$ cat config.mk
export PLATFORM = sky130hd
export DESIGN_NAME = time_slice_task_scheduler_core
export DESIGN_NICKNAME = d
export VERILOG_FILES = /design/src/hw/rtl/tsts_pkg.sv /design/src/hw/rtl/time_slice_task_scheduler_core.sv
export VERILOG_INCLUDE_DIRS = /design/src /design/src/hw/rtl
export SDC_FILE = /design/constraint.sdc
export NUM_CORES = 1
export LEC_CHECK = 0
export BUFFER_PORTS_ARGS = -buffer_cell sky130_fd_sc_hd__buf_4
export CELL_PAD_IN_SITES_DETAIL_PLACEMENT = 0
export CELL_PAD_IN_SITES_GLOBAL_PLACEMENT = 1
export CORE_ASPECT_RATIO = 0.7
export CORE_UTILIZATION = 51
export DETAILED_ROUTE_END_ITERATION = 8
export MAX_ROUTING_LAYER = met4
export PLACE_DENSITY = 0.83
export SLEW_MARGIN = 40
export SYNTH_ARGS = -nofsm -noshare
export SYNTH_HDL_FRONTEND = slang
export SYNTH_SLANG_ARGS = --single-unit
$ cat constraint.sdc
create_clock -name clk -period 7.45 [get_ports clk]
set_input_delay 0.3725 -clock clk [delete_from_list [all_inputs] [get_ports clk]]
set_output_delay 0.3725 -clock clk [all_outputs]
set_load 0.01 [all_outputs]
$ cat src/hw/rtl/time_slice_task_scheduler_core_assert.svh
// Assertion macros for the time-slice task scheduler
`ifndef TIME_SLICE_TASK_SCHEDULER_CORE_ASSERT_SVH
`define TIME_SLICE_TASK_SCHEDULER_CORE_ASSERT_SVH

`ifndef NO_ASSERTIONS
// Same-cycle implication, sampled on clk, off while rst_n is low
`define TSC_ASSERT_IMPL(lbl, ante, cons) \
    lbl: assert property (@(posedge clk) disable iff (!rst_n) (ante) |-> (cons)) \
        else $error("scheduler check failed");
// Next-cycle implication, sampled on clk, off while rst_n is low
`define TSC_ASSERT_NEXT(lbl, ante, cons) \
    lbl: assert property (@(posedge clk) disable iff (!rst_n) (ante) |=> (cons)) \
        else $error("scheduler check failed");
`else
`define TSC_ASSERT_IMPL(lbl, ante, cons)
`define TSC_ASSERT_NEXT(lbl, ante, cons)
`endif

`endif

$ cat src/hw/rtl/tsts_pkg.sv
// Shared types, constants and helper functions of the time-slice task scheduler
package tsts_pkg;

    localparam int TASK_SLOTS_DEF = 16;

    localparam int SLOT_IDX_W = 4;
    localparam int COUNT_W    = 8;
    localparam int PRIO_W     = 8;
    localparam int LFSR_W     = 16;
    localparam int ACTIVE_W   = 5;
    localparam int CFG_IDX_W  = 3;
    localparam int CFG_DATA_W = 16;

    localparam int COUNT_SPAN = 5;

    localparam logic [LFSR_W-1:0]   LFSR_TAPS     = 16'hB400;
    localparam logic [LFSR_W-1:0]   SEED_RESET    = 16'd44257;
    localparam logic                POLICY_RESET  = 1'b0;
    localparam logic [ACTIVE_W-1:0] ACTIVE_RESET  = 5'd2;
    localparam logic [PRIO_W-1:0]   PRIO_LO_RESET = 8'd1;
    localparam logic [PRIO_W-1:0]   PRIO_HI_RESET = 8'd10;

    // Configuration register indexes
    typedef enum logic [CFG_IDX_W-1:0] {
        REG_POLICY  = 3'd0,
        REG_ACTIVE  = 3'd1,
        REG_PRIO_LO = 3'd2,
        REG_PRIO_HI = 3'd3,
        REG_SEED    = 3'd4
    } cfg_reg_t;

    typedef enum logic [3:0] {
        ST_IDLE,
        ST_LOAD_WR,
        ST_LOAD_RD,
        ST_LOAD_CAP,
        ST_TICK_RD,
        ST_TICK_CHK,
        ST_SCAN_RD,
        ST_SCAN_EV,
        ST_FILL_DRAW,
        ST_FILL_DIV,
        ST_FILL_WR,
        ST_DONE
    } state_t;

    // One slot of the task table
    typedef struct packed {
        logic [COUNT_W-1:0] count;
        logic [PRIO_W-1:0]  prio;
    } slot_entry_t;

    // One Galois LFSR shift
    function automatic logic [LFSR_W-1:0] lfsr_step(input logic [LFSR_W-1:0] v);
        logic [LFSR_W-1:0] s;
        s = v >> 1;
        if (v[0])
        begin
            s = s ^ LFSR_TAPS;
        end
        return s;
    endfunction

    // Zero seed would lock the LFSR: load it as one
    function automatic logic [LFSR_W-1:0] seed_fix(input logic [LFSR_W-1:0] s);
        return (s == '0) ? LFSR_W'(1) : s;
    endfunction

    // Residue modulo five: 16 is 1 mod 5, so fold nibbles, then subtract
    function automatic logic [2:0] mod5(input logic [LFSR_W-1:0] v);
        logic [5:0] s;
        logic [4:0] t;
        s = 6'(v[3:0]) + 6'(v[7:4]) + 6'(v[11:8]) + 6'(v[15:12]);
        t = 5'(s[5:4]) + 5'(s[3:0]);
        if (t >= 5'(3 * COUNT_SPAN))
        begin
            t = t - 5'(3 * COUNT_SPAN);
        end
        else if (t >= 5'(2 * COUNT_SPAN))
        begin
            t = t - 5'(2 * COUNT_SPAN);
        end
        else if (t >= 5'(COUNT_SPAN))
        begin
            t = t - 5'(COUNT_SPAN);
        end
        return t[2:0];
    endfunction

endpackage

$ cat src/hw/rtl/time_slice_task_scheduler_core.sv
// Time-slice task scheduler: slot table memory, pick/refill sequencer, output register
//
//  Channel | Direction | Handshake               | Beat contents
//  --------+-----------+-------------------------+---------------------------------------------
//  cfg     | in        | cfg_wr_en               | cfg_index, cfg_wr_data
//  in      | in        | in_valid / in_ready     | mode, slot_index, load_count, load_priority
//  out     | out       | out_valid / out_ready   | running_slot, switched, running_count, refilled
//
//  Load writes the slot, then reads back the running slot and captures it. A tick that keeps
//  the slot reads and counts it down; one that picks scans slots 1 to L - 1, L being the
//  clamped active slot count, with one table read per slot scanned. A refill draws and writes
//  each slot (two LFSR draws, 16-step remainder unit, one write) and then scans again.
//  Reset clears the table through per-slot valid bits, so no clearing pass is run.
//  A new beat is taken once the previous one is in the output register; a stalled
//  output only holds the sequencer at its last step.

`include "time_slice_task_scheduler_core_assert.svh"

module time_slice_task_scheduler_core #(
    parameter int TASK_SLOTS = tsts_pkg::TASK_SLOTS_DEF
) (
    input  logic                             clk,
    input  logic                             rst_n,
    input  logic                             cfg_wr_en,
    input  logic [tsts_pkg::CFG_IDX_W-1:0]   cfg_index,
    input  logic [tsts_pkg::CFG_DATA_W-1:0]  cfg_wr_data,
    input  logic                             in_valid,
    output logic                             in_ready,
    input  logic                             mode,
    input  logic [tsts_pkg::SLOT_IDX_W-1:0]  slot_index,
    input  logic [tsts_pkg::COUNT_W-1:0]     load_count,
    input  logic [tsts_pkg::PRIO_W-1:0]      load_priority,
    output logic                             out_valid,
    input  logic                             out_ready,
    output logic [tsts_pkg::SLOT_IDX_W-1:0]  running_slot,
    output logic                             switched,
    output logic [tsts_pkg::COUNT_W-1:0]     running_count,
    output logic                             refilled
);
    import tsts_pkg::*;

    localparam int SLOT_W    = $clog2(TASK_SLOTS);
    localparam int LIM_W     = $clog2(TASK_SLOTS + 1);
    localparam int BIT_CNT_W = $clog2(LFSR_W);

    // Configuration registers
    logic                policy_reg;
    logic [ACTIVE_W-1:0] active_reg;
    logic [PRIO_W-1:0]   prio_lo_reg;
    logic [PRIO_W-1:0]   prio_hi_reg;

    // Sequencer state
    state_t              state_reg, state_next;
    logic [LFSR_W-1:0]   lfsr_reg, lfsr_next;
    logic [SLOT_W-1:0]   cur_reg, cur_next;
    logic [SLOT_W-1:0]   ptr_reg, ptr_next;
    logic [SLOT_W-1:0]   best_reg, best_next;
    logic [COUNT_W-1:0]  key_reg, key_next;
    logic [COUNT_W-1:0]  best_cnt_reg, best_cnt_next;
    logic                refill_done_reg, refill_done_next;
    logic                out_valid_reg, out_valid_next;

    // Captured input beat
    logic                mode_reg;
    logic [SLOT_IDX_W-1:0] idx_reg;
    logic [COUNT_W-1:0]  lcount_reg;
    logic [PRIO_W-1:0]   lprio_reg;

    // Refill datapath
    logic [COUNT_W-1:0]  fill_cnt_reg, fill_cnt_next;
    logic [LFSR_W-1:0]   dvd_reg, dvd_next;
    logic [PRIO_W-1:0]   rem_reg, rem_next;
    logic [BIT_CNT_W-1:0] bit_cnt_reg, bit_cnt_next;

    // Result staging and output register
    logic [SLOT_W-1:0]   res_slot_reg, res_slot_next;
    logic                res_sw_reg, res_sw_next;
    logic [COUNT_W-1:0]  res_cnt_reg, res_cnt_next;
    logic                res_rf_reg, res_rf_next;
    logic [SLOT_W-1:0]   out_slot_reg, out_slot_next;
    logic                out_sw_reg, out_sw_next;
    logic [COUNT_W-1:0]  out_cnt_reg, out_cnt_next;
    logic                out_rf_reg, out_rf_next;

    // Slot table memory
    slot_entry_t         mem [TASK_SLOTS];
    logic [TASK_SLOTS-1:0] mem_valid_reg;
    slot_entry_t         rd_data_reg;
    logic                rd_valid_reg;
    logic                mem_we;
    logic [SLOT_W-1:0]   mem_waddr;
    slot_entry_t         mem_wdata;
    logic                mem_re;
    logic [SLOT_W-1:0]   mem_raddr;
    slot_entry_t         rd_entry;

    // Derived configuration
    logic [PRIO_W-1:0]   lo_eff;
    logic [PRIO_W-1:0]   hi_eff;
    logic [PRIO_W-1:0]   span;
    logic [LIM_W-1:0]    limit;
    logic                scan_last;
    logic                load_ok;

    assign in_ready      = (state_reg == ST_IDLE);
    assign out_valid     = out_valid_reg;
    assign running_slot  = SLOT_IDX_W'(out_slot_reg);
    assign switched      = out_sw_reg;
    assign running_count = out_cnt_reg;
    assign refilled      = out_rf_reg;

    // Unwritten slots read as zero
    assign rd_entry = rd_valid_reg ? rd_data_reg : '0;

    // Clamp refill priority bounds and active slot count
    always_comb
    begin
        lo_eff = (prio_lo_reg == '0) ? PRIO_W'(1) : prio_lo_reg;
        hi_eff = (prio_hi_reg < lo_eff) ? lo_eff : prio_hi_reg;
        span   = hi_eff - lo_eff + PRIO_W'(1);
        if (active_reg < ACTIVE_W'(2))
        begin
            limit = LIM_W'(2);
        end
        else if (32'(active_reg) > TASK_SLOTS)
        begin
            limit = LIM_W'(TASK_SLOTS);
        end
        else
        begin
            limit = LIM_W'(active_reg);
        end
    end

    assign scan_last = (LIM_W'(ptr_reg) == (limit - LIM_W'(1)));
    assign load_ok   = mode_reg && (idx_reg != '0) && (32'(idx_reg) < TASK_SLOTS);

    // Next state, memory access and result staging
    always_comb
    begin
        logic [LFSR_W-1:0] v1;
        logic [LFSR_W-1:0] v2;
        logic [PRIO_W:0]   part;
        logic              take;
        logic [SLOT_W-1:0] win;
        logic [COUNT_W-1:0] win_cnt;

        state_next       = state_reg;
        lfsr_next        = lfsr_reg;
        cur_next         = cur_reg;
        ptr_next         = ptr_reg;
        best_next        = best_reg;
        key_next         = key_reg;
        best_cnt_next    = best_cnt_reg;
        refill_done_next = refill_done_reg;
        fill_cnt_next    = fill_cnt_reg;
        dvd_next         = dvd_reg;
        rem_next         = rem_reg;
        bit_cnt_next     = bit_cnt_reg;
        res_slot_next    = res_slot_reg;
        res_sw_next      = res_sw_reg;
        res_cnt_next     = res_cnt_reg;
        res_rf_next      = res_rf_reg;
        out_valid_next   = out_valid_reg;
        out_slot_next    = out_slot_reg;
        out_sw_next      = out_sw_reg;
        out_cnt_next     = out_cnt_reg;
        out_rf_next      = out_rf_reg;
        mem_we           = 1'b0;
        mem_waddr        = '0;
        mem_wdata        = '0;
        mem_re           = 1'b0;
        mem_raddr        = '0;
        v1               = lfsr_step(lfsr_reg);
        v2               = lfsr_step(v1);
        part             = {rem_reg, dvd_reg[LFSR_W-1]};
        take             = 1'b0;
        win              = best_reg;
        win_cnt          = best_cnt_reg;

        // Drop the output beat once taken
        if (out_valid_reg && out_ready)
        begin
            out_valid_next = 1'b0;
        end

        case (state_reg)
            ST_IDLE:
            begin
                if (in_valid)
                begin
                    state_next = mode ? ST_LOAD_WR : ST_TICK_RD;
                end
            end

            ST_LOAD_WR:
            begin
                if (load_ok)
                begin
                    mem_we    = 1'b1;
                    mem_waddr = SLOT_W'(idx_reg);
                    mem_wdata = '{count: lcount_reg, prio: lprio_reg};
                end
                state_next = ST_LOAD_RD;
            end

            ST_LOAD_RD:
            begin
                mem_re     = 1'b1;
                mem_raddr  = cur_reg;
                state_next = ST_LOAD_CAP;
            end

            ST_LOAD_CAP:
            begin
                res_slot_next = cur_reg;
                res_sw_next   = 1'b0;
                res_cnt_next  = rd_entry.count;
                res_rf_next   = 1'b0;
                state_next    = ST_DONE;
            end

            ST_TICK_RD:
            begin
                mem_re     = 1'b1;
                mem_raddr  = cur_reg;
                state_next = ST_TICK_CHK;
            end

            // Count down the running slot; rescan when it is idle or spent
            ST_TICK_CHK:
            begin
                refill_done_next = 1'b0;
                ptr_next         = SLOT_W'(1);
                best_next        = '0;
                key_next         = '0;
                best_cnt_next    = '0;
                state_next       = ST_SCAN_RD;
                if ((cur_reg != '0) && (rd_entry.count != '0))
                begin
                    mem_we    = 1'b1;
                    mem_waddr = cur_reg;
                    mem_wdata = '{count: rd_entry.count - COUNT_W'(1), prio: rd_entry.prio};
                    if (rd_entry.count != COUNT_W'(1))
                    begin
                        res_slot_next = cur_reg;
                        res_sw_next   = 1'b0;
                        res_cnt_next  = rd_entry.count - COUNT_W'(1);
                        res_rf_next   = 1'b0;
                        state_next    = ST_DONE;
                    end
                end
            end

            ST_SCAN_RD:
            begin
                mem_re     = 1'b1;
                mem_raddr  = ptr_reg;
                state_next = ST_SCAN_EV;
            end

            // Compare one slot a cycle while the next read is in flight
            ST_SCAN_EV:
            begin
                if (rd_entry.count != '0)
                begin
                    if (policy_reg)
                    begin
                        take = (rd_entry.prio > key_reg);
                    end
                    else
                    begin
                        take = (best_reg == '0) || (rd_entry.count < key_reg);
                    end
                end
                if (take)
                begin
                    best_next     = ptr_reg;
                    key_next      = policy_reg ? rd_entry.prio : rd_entry.count;
                    best_cnt_next = rd_entry.count;
                    win           = ptr_reg;
                    win_cnt       = rd_entry.count;
                end
                if (scan_last)
                begin
                    if ((win == '0) && !refill_done_reg)
                    begin
                        ptr_next   = SLOT_W'(1);
                        state_next = ST_FILL_DRAW;
                    end
                    else
                    begin
                        cur_next      = win;
                        res_slot_next = win;
                        res_sw_next   = (win != cur_reg);
                        res_cnt_next  = win_cnt;
                        res_rf_next   = refill_done_reg;
                        state_next    = ST_DONE;
                    end
                end
                else
                begin
                    mem_re    = 1'b1;
                    mem_raddr = ptr_reg + SLOT_W'(1);
                    ptr_next  = ptr_reg + SLOT_W'(1);
                end
            end

            // Two draws per slot: count from the first, priority from the second
            ST_FILL_DRAW:
            begin
                lfsr_next     = v2;
                fill_cnt_next = COUNT_W'(mod5(v1)) + COUNT_W'(1);
                dvd_next      = v2;
                rem_next      = '0;
                bit_cnt_next  = '0;
                state_next    = ST_FILL_DIV;
            end

            // Restoring remainder, one dividend bit a cycle
            ST_FILL_DIV:
            begin
                if (part >= {1'b0, span})
                begin
                    rem_next = PRIO_W'(part - {1'b0, span});
                end
                else
                begin
                    rem_next = part[PRIO_W-1:0];
                end
                dvd_next     = dvd_reg << 1;
                bit_cnt_next = bit_cnt_reg + BIT_CNT_W'(1);
                if (bit_cnt_reg == BIT_CNT_W'(LFSR_W - 1))
                begin
                    state_next = ST_FILL_WR;
                end
            end

            ST_FILL_WR:
            begin
                mem_we    = 1'b1;
                mem_waddr = ptr_reg;
                mem_wdata = '{count: fill_cnt_reg, prio: rem_reg + lo_eff};
                if (scan_last)
                begin
                    refill_done_next = 1'b1;
                    ptr_next         = SLOT_W'(1);
                    best_next        = '0;
                    key_next         = '0;
                    best_cnt_next    = '0;
                    state_next       = ST_SCAN_RD;
                end
                else
                begin
                    ptr_next   = ptr_reg + SLOT_W'(1);
                    state_next = ST_FILL_DRAW;
                end
            end

            // Hand the result to the output register once it is free
            ST_DONE:
            begin
                if (!out_valid_reg || out_ready)
                begin
                    out_valid_next = 1'b1;
                    out_slot_next  = res_slot_reg;
                    out_sw_next    = res_sw_reg;
                    out_cnt_next   = res_cnt_reg;
                    out_rf_next    = res_rf_reg;
                    state_next     = ST_IDLE;
                end
            end

            default:
            begin
                state_next = ST_IDLE;
            end
        endcase

        // Seed write reloads the generator
        if (cfg_wr_en && (cfg_index == REG_SEED))
        begin
            lfsr_next = seed_fix(cfg_wr_data[LFSR_W-1:0]);
        end
    end

    // Configuration writes
    always_ff @(posedge clk or negedge rst_n)
    begin
        if (!rst_n)
        begin
            policy_reg  <= POLICY_RESET;
            active_reg  <= ACTIVE_RESET;
            prio_lo_reg <= PRIO_LO_RESET;
            prio_hi_reg <= PRIO_HI_RESET;
        end
        else if (cfg_wr_en)
        begin
            case (cfg_index)
                REG_POLICY:  policy_reg  <= cfg_wr_data[0];
                REG_ACTIVE:  active_reg  <= cfg_wr_data[ACTIVE_W-1:0];
                REG_PRIO_LO: prio_lo_reg <= cfg_wr_data[PRIO_W-1:0];
                REG_PRIO_HI: prio_hi_reg <= cfg_wr_data[PRIO_W-1:0];
                default:     ;
            endcase
        end
    end

    // Control registers
    always_ff @(posedge clk or negedge rst_n)
    begin
        if (!rst_n)
        begin
            state_reg       <= ST_IDLE;
            lfsr_reg        <= seed_fix(SEED_RESET);
            cur_reg         <= '0;
            ptr_reg         <= '0;
            best_reg        <= '0;
            key_reg         <= '0;
            best_cnt_reg    <= '0;
            refill_done_reg <= 1'b0;
            bit_cnt_reg     <= '0;
            out_valid_reg   <= 1'b0;
            mem_valid_reg   <= '0;
            rd_valid_reg    <= 1'b0;
        end
        else
        begin
            state_reg       <= state_next;
            lfsr_reg        <= lfsr_next;
            cur_reg         <= cur_next;
            ptr_reg         <= ptr_next;
            best_reg        <= best_next;
            key_reg         <= key_next;
            best_cnt_reg    <= best_cnt_next;
            refill_done_reg <= refill_done_next;
            bit_cnt_reg     <= bit_cnt_next;
            out_valid_reg   <= out_valid_next;
            if (mem_we)
            begin
                mem_valid_reg[mem_waddr] <= 1'b1;
            end
            if (mem_re)
            begin
                rd_valid_reg <= mem_valid_reg[mem_raddr];
            end
        end
    end

    // Payload registers
    always_ff @(posedge clk)
    begin
        if (in_valid && in_ready)
        begin
            mode_reg   <= mode;
            idx_reg    <= slot_index;
            lcount_reg <= load_count;
            lprio_reg  <= load_priority;
        end
        fill_cnt_reg <= fill_cnt_next;
        dvd_reg      <= dvd_next;
        rem_reg      <= rem_next;
        res_slot_reg <= res_slot_next;
        res_sw_reg   <= res_sw_next;
        res_cnt_reg  <= res_cnt_next;
        res_rf_reg   <= res_rf_next;
        out_slot_reg <= out_slot_next;
        out_sw_reg   <= out_sw_next;
        out_cnt_reg  <= out_cnt_next;
        out_rf_reg   <= out_rf_next;
    end

    // Slot table: one write port, one registered read port
    always_ff @(posedge clk)
    begin
        if (mem_we)
        begin
            mem[mem_waddr] <= mem_wdata;
        end
        if (mem_re)
        begin
            rd_data_reg <= mem[mem_raddr];
        end
    end

    `TSC_ASSERT_NEXT(a_accept_leaves_idle, in_valid && in_ready, state_reg != ST_IDLE)
    `TSC_ASSERT_IMPL(a_out_from_done, $rose(out_valid_reg), $past(state_reg) == ST_DONE)
    `TSC_ASSERT_IMPL(a_no_idle_slot_write, mem_we, mem_waddr != '0)
    `TSC_ASSERT_IMPL(a_scan_in_range, state_reg == ST_SCAN_EV, LIM_W'(ptr_reg) < limit)
    `TSC_ASSERT_IMPL(a_refill_picks, (state_reg == ST_DONE) && res_rf_reg, res_slot_reg != '0)

endmodule

==> results of run 1 <==
final cells by class:
cell class                      count  area [um^2]  area share
Inverter                           69          259      0.0108
Clock inverter                     32          398      0.0166
Timing Repair Buffer              121          991      0.0414
Multi-Input combinational cell   1164         7710       0.322
Antenna cell                        1         2.50    0.000105
Clock buffer                       48         1090      0.0457
Tap cell                          535          669      0.0280
Sequential cell                   442        12800       0.535
cells in the mapped netlist, types with 5 or more instances:
cell type | number | area share
o21ai_0 | 168 | 0.040
a311o_1 | 17 | 0.0081
nor4_1 | 7 | 0.0021
and3_1 | 6 | 0.0018
nand3_1 | 47 | 0.011
nand4_1 | 5 | 0.0015
nor3_1 | 11 | 0.0026
nor2b_1 | 10 | 0.0030
and2_1 | 12 | 0.0036
nand2_1 | 243 | 0.043
nand2b_1 | 6 | 0.0018
fa_1 | 12 | 0.011
or2_2 | 19 | 0.0056
ha_1 | 71 | 0.042
clkbuf_1 | 82 | 0.015
edfxtp_1 | 349 | 0.50
mux2i_1 | 32 | 0.015
mux2_2 | 21 | 0.011
a22oi_1 | 50 | 0.018
dfrtp_1 | 81 | 0.096
o31ai_1 | 8 | 0.0028
dfstp_2 | 12 | 0.015
o22ai_1 | 5 | 0.0015
xor2_1 | 11 | 0.0046
a41oi_1 | 5 | 0.0021
a21o_1 | 22 | 0.0078
a21boi_0 | 8 | 0.0028
inv_1 | 66 | 0.012
o21a_1 | 8 | 0.0028
nor2_1 | 78 | 0.014
a31oi_1 | 70 | 0.021
buf_2 | 18 | 0.0043
a22o_1 | 25 | 0.010
xnor2_1 | 34 | 0.014
a211oi_1 | 8 | 0.0028
a21oi_1 | 62 | 0.015
a311oi_1 | 17 | 0.0071
critical path: stages (launching register included):
cell and delay, ns:
dfrtp_1 0.42, nor4_1 0.32, a21o_1 0.20, inv_1 0.07, o21a_1 0.16, o21a_1 0.16, o21ai_0 0.13, a21oi_1 0.10
nor2_1 0.45, mux2_2 0.41, ha_1 0.30, inv_1 0.06, fa_1 0.44, inv_1 0.07, a21oi_1 0.06, o21bai_1 0.19
a21o_1 0.15, a21oi_1 0.07, xnor2_1 0.18, xnor2_1 0.10, ha_1 0.34, nand3_1 0.12, o311ai_2 0.71, mux2i_1 0.27
nor2_1 0.06
logic make-up (layout without fill, tap and decap cells):
logic type	count (synthesis)	count (layout)	synth area share
buf+inv	175	270	0.0332
xor+xnor	46	46	0.0194
mux	53	53	0.0264
flops	442	442	0.607
simple gates	463	463	0.0971
compound gates	519	519	0.163
fa+ha+maj	83	83	0.0535
other cells	0	1	0
what timing repair did:
| item | 4_1_cts | 5_1_grt |
|---|---|---|
| resized for setup | 0 | 0 |
| hold buffers | 17 | 0 |
| hold endpoints to repair | 39 | 0 |
| setup endpoints to repair | 0 | 0 |
through the flow:
step                      area, um^2  hold WS, ns  cells  setup WS, ns
final                          23900       0.0259   2412          1.63
after CTS                      23900      0.00674   2409          1.59
after global routing           23900      0.00819   2412          1.16
after detailed placement       22200        0.346   2312          1.62
after global placement         22200        0.339   2312          1.70
after floorplan                21100       0.0769   1781          2.23
layer usage:
metal  share of wire  track usage
met4           0.015       0.0573
met3           0.084       0.0475
met5               0            -
met2            0.44        0.399
met1            0.46        0.399
worst paths after layout:
check / from / to / slack (ns) / cells after the start
worst min-delay path: cfg_wr_data[11] / lfsr_reg[11] / 0.03 / 3
worst min register to register: res_cnt_reg[0] / running_count[0] / 0.42 / 0
min in group asynchronous: rst_n / lfsr_reg[9] / 0.30 / 2
worst max-delay path: prio_lo_reg[4] / rem_reg[3] / 1.63 / 24
worst max register to register: prio_lo_reg[4] / rem_reg[3] / 1.63 / 24
max in group asynchronous: rst_n / best_cnt_reg[0] / 6.16 / 3
==> impl_metrics.toml, run 1 <==
[outcome]
status = "completed"

[synth]
syn_nets = 1909
synth-main-ff-cell = "edfxtp_1"
synth_seq_cells = 442
syn_inst = 1781
yosys_warnings = 0
synth.distinct_cells = 75
ys_seq_area_frac = 0.607
synth_edf_count = 349
post_synth_instance_area_um2 = 21100
synthArstFlopShare = 0.210
syn_area_per_cell_um2 = 11.9

[finish]
largest_register_ffs = 256
regMostFlops = "mem"
utilization = 0.595
fillCellCount = 3173
layout_commonest_cell = "edfxtp_1"
layout_common_cells = "349 x edfxtp_1, 240 x nand2_1, 168 x o21ai_0"
nets = 1969
syn2layout_area_growth_pct = 13.4
drive_above_1_share = 0.139

[sta]
grt_setup_unrepaired = "no"
hold_viol = 0
max_slew_margin = 0.470
fmax_mhz = 172
min_period_over_period = 0.781
worst_pin_slew_ns = 0.793
maxSlewViolCount = 0
setup_viol = 0
fin_crit_ns = 5.82
skew_ns = 0.0224
setup-tns-final_ns = 0

[die]
fp.dieH_um = 172
core_um2 = 40200
die_w_um = 245
initial_core_util = 0.525
die_area_um2 = 42200
fp-row-count = 61
pin_count = 61

[detailed_routing]
drt_iter0_drc = 1543
wl_per_cell_um = 22.7
via_per_inst = 6.12
route.detailed.drc = 0
via_count = 14755
routed_wl_um = 54700
dr.pass1.iters = 6
ant_nets = 0

[placed_design]
place_congestion = 0.880
io_buffer_count = 60
hpwl_um = 34700

[clock_network]
root_buffer = "clkbuf_16"
path_clk_slew_ns = 0.06
cts.sinks = 442
cts_tree = "yes"
post_cts_buffers = 0
cts_buffer_depth = 3
cts_buffers = 43
cts_max_level = 2
clk_latency_ns = 0.56

[global_route]
antenna_found_initial = 1
overflow = 0
grt_pass1_wl_um = 84600
grt_max_degree = 86
grt_usage = 0.273
grt_pass1_vias = 14169

[setup_path]
crit_required_ns = 7.75
arrival_ns = 6.12
path_max_fanout = 9
cp-end-kind = "flop"
cp-start-kind = "flop"
critPathKind = "flop to flop"

[hold_path]
hold_class = "input port to flop"

[flow_run]
drv_cap = 0
Power of run 1 is not shown: default switching activity piles up to over one toggle a cycle in this logic, so the estimate is an artifact.
==> run 2: changes to the inputs <==
- clock period: 7.45 -> 6 ns (I/O delays scaled with it)
==> impl_metrics.toml, run 2 (synthesis gave the netlist of run 1 again) <==
[finish]
utilization = 0.599
nets = 1988
fillCellCount = 3207
layout_commonest_cell = "edfxtp_1"
drive_above_1_share = 0.140
diodes = 0
largest_register_ffs = 256
syn2layout_area_growth_pct = 14.2
regMostFlops = "mem"
layout_common_cells = "349 x edfxtp_1, 240 x nand2_1, 168 x o21ai_0"

[hold_path]
hold_class = "input port to flop"
hp-start = "cfg_wr_data[4]"

[clock_network]
cts.sinks = 442
root_buffer = "clkbuf_16"
cts_buffer_depth = 3
cts_max_level = 2
path_clk_slew_ns = 0.06
cts_resized = 0
cts_tree = "yes"
clk_latency_ns = 0.57
ctsHoldBuffers = 35
post_cts_buffers = 0
cts_buffers = 43

[setup_path]
path_buf_inv = 3
cpPeakStageDelay_ns = 0.57
crit_start = "prio_lo_reg[1]"
critPathTopFamily = "compound AO/OA/AOI/OAI gates"
critPathKind = "flop to flop"
r2r_start = "prio_lo_reg[1]"
path_cells = "nor3_1 > a21o_1 > inv_1 > o21a_1 > o21a_1 > o21ai_0 > a21oi_1 > nor2_1 > mux2_2 > ha_1 > inv_1 > fa_1 > inv_1 > a21oi_1 > o21bai_1 > a21o_1 > a21oi_1 > xnor2_1 > xnor2_1 > ha_1 > nand3_1 > o311ai_4 > mux2i_1 > nor2_1"
arrival_ns = 5.85
crit_required_ns = 6.29
cp-start-kind = "flop"
cp-end-kind = "flop"
cp_slowest_cell = "o311ai_4"
path_max_fanout = 9

[detailed_routing]
via_count = 14882
routed_wl_um = 54900
wl_per_cell_um = 22.6
dr.pass1.iters = 5
drt_iter0_drc = 1313
route.detailed.drc = 0
ant_nets = 0
via_per_inst = 6.12

[global_route]
grt_max_degree = 72
grt_pass1_vias = 14500
grt_pass1_wl_um = 85200
grt_usage = 0.273
overflow = 0
antenna_found_initial = 0

[sta]
max_slew_margin = 0.423
fin_crit_ns = 5.55
setup_viol = 0
hold_viol = 0
grt_setup_unrepaired = "no"
fmax_mhz = 180
min_period_over_period = 0.925
maxSlewViolCount = 0
skew_ns = 0.0219
worst_pin_slew_ns = 0.864
setup-tns-final_ns = 0

[die]
fp-row-count = 61
die_w_um = 245
fp.dieH_um = 172
initial_core_util = 0.525
pin_count = 61
core_um2 = 40200
die_area_um2 = 42200

[placed_design]
place_congestion = 0.965
hpwl_um = 35400
io_buffer_count = 60

[outcome]
status = "completed"

[flow_run]
drv_cap = 0
==> run 2: cell count changes in the layout (fill, tap and decap cells not counted), sizes merged <==
cell         change
buf              +1
bufinv           -5
clkbuf          +15
clkinv          -10
diode            -1
dlygate4sd3     +18
==> run 2: path summary, 6_finish.rpt <==
path                            slack (ns)  cells past startpoint         endpoint
worst min register to register        0.42                      0  running_slot[3]
worst min-delay path                  0.03                      3      lfsr_reg[4]
worst max register to register        0.45                     24       rem_reg[6]
min in group asynchronous             0.17                      2      lfsr_reg[8]
max in group asynchronous             4.79                      3   bit_cnt_reg[3]
worst max-delay path                  0.45                     24       rem_reg[6]
==> run 2: stage by stage <==
step | setup WS [ns] | cell area [um^2] | hold WS, ns | instances
3_3_place_gp | 0.407 | 22200 | 0.214 | 2314
6_report | 0.448 | 24100 | 0.0262 | 2430
4_1_cts | 0.285 | 24100 | 0.00448 | 2429
2_1_floorplan | 0.778 | 21100 | 0.00441 | 1781
5_1_grt | 0.103 | 24100 | 0.0395 | 2430
3_5_place_dp | 0.318 | 22200 | 0.221 | 2314
==> run 2: layout make-up <==
type | count | area, um^2 | share of cell area
inverters | 69 | 259 | 0.0107
multi-input cells | 1164 | 7710 | 0.320
repair buffers | 140 | 1150 | 0.0479
well taps | 535 | 669 | 0.0278
flip-flops and latches | 442 | 12800 | 0.532
clock buffers | 63 | 1280 | 0.0533
clock inverters | 17 | 201 | 0.00836
==> run 2: per-layer routing <==
| layer | vias up | wire [um] | global-route usage |
|---|---|---|---|
| met4 | 0 | 1280 | 0.0742 |
| met5 | - | 0 | - |
| met3 | 103 | 4230 | 0.0461 |
| met1 | 7368 | 25200 | 0.392 |
| li1 | 6816 | - | - |
| met2 | 595 | 24200 | 0.403 |
==> run 2: worst min-delay path, cell delays in order <==
cell and delay, ns:
buf_4 0.14, nand2_1 0.05, o21ai_0 0.06
Power of run 2 is left out for the same reason.
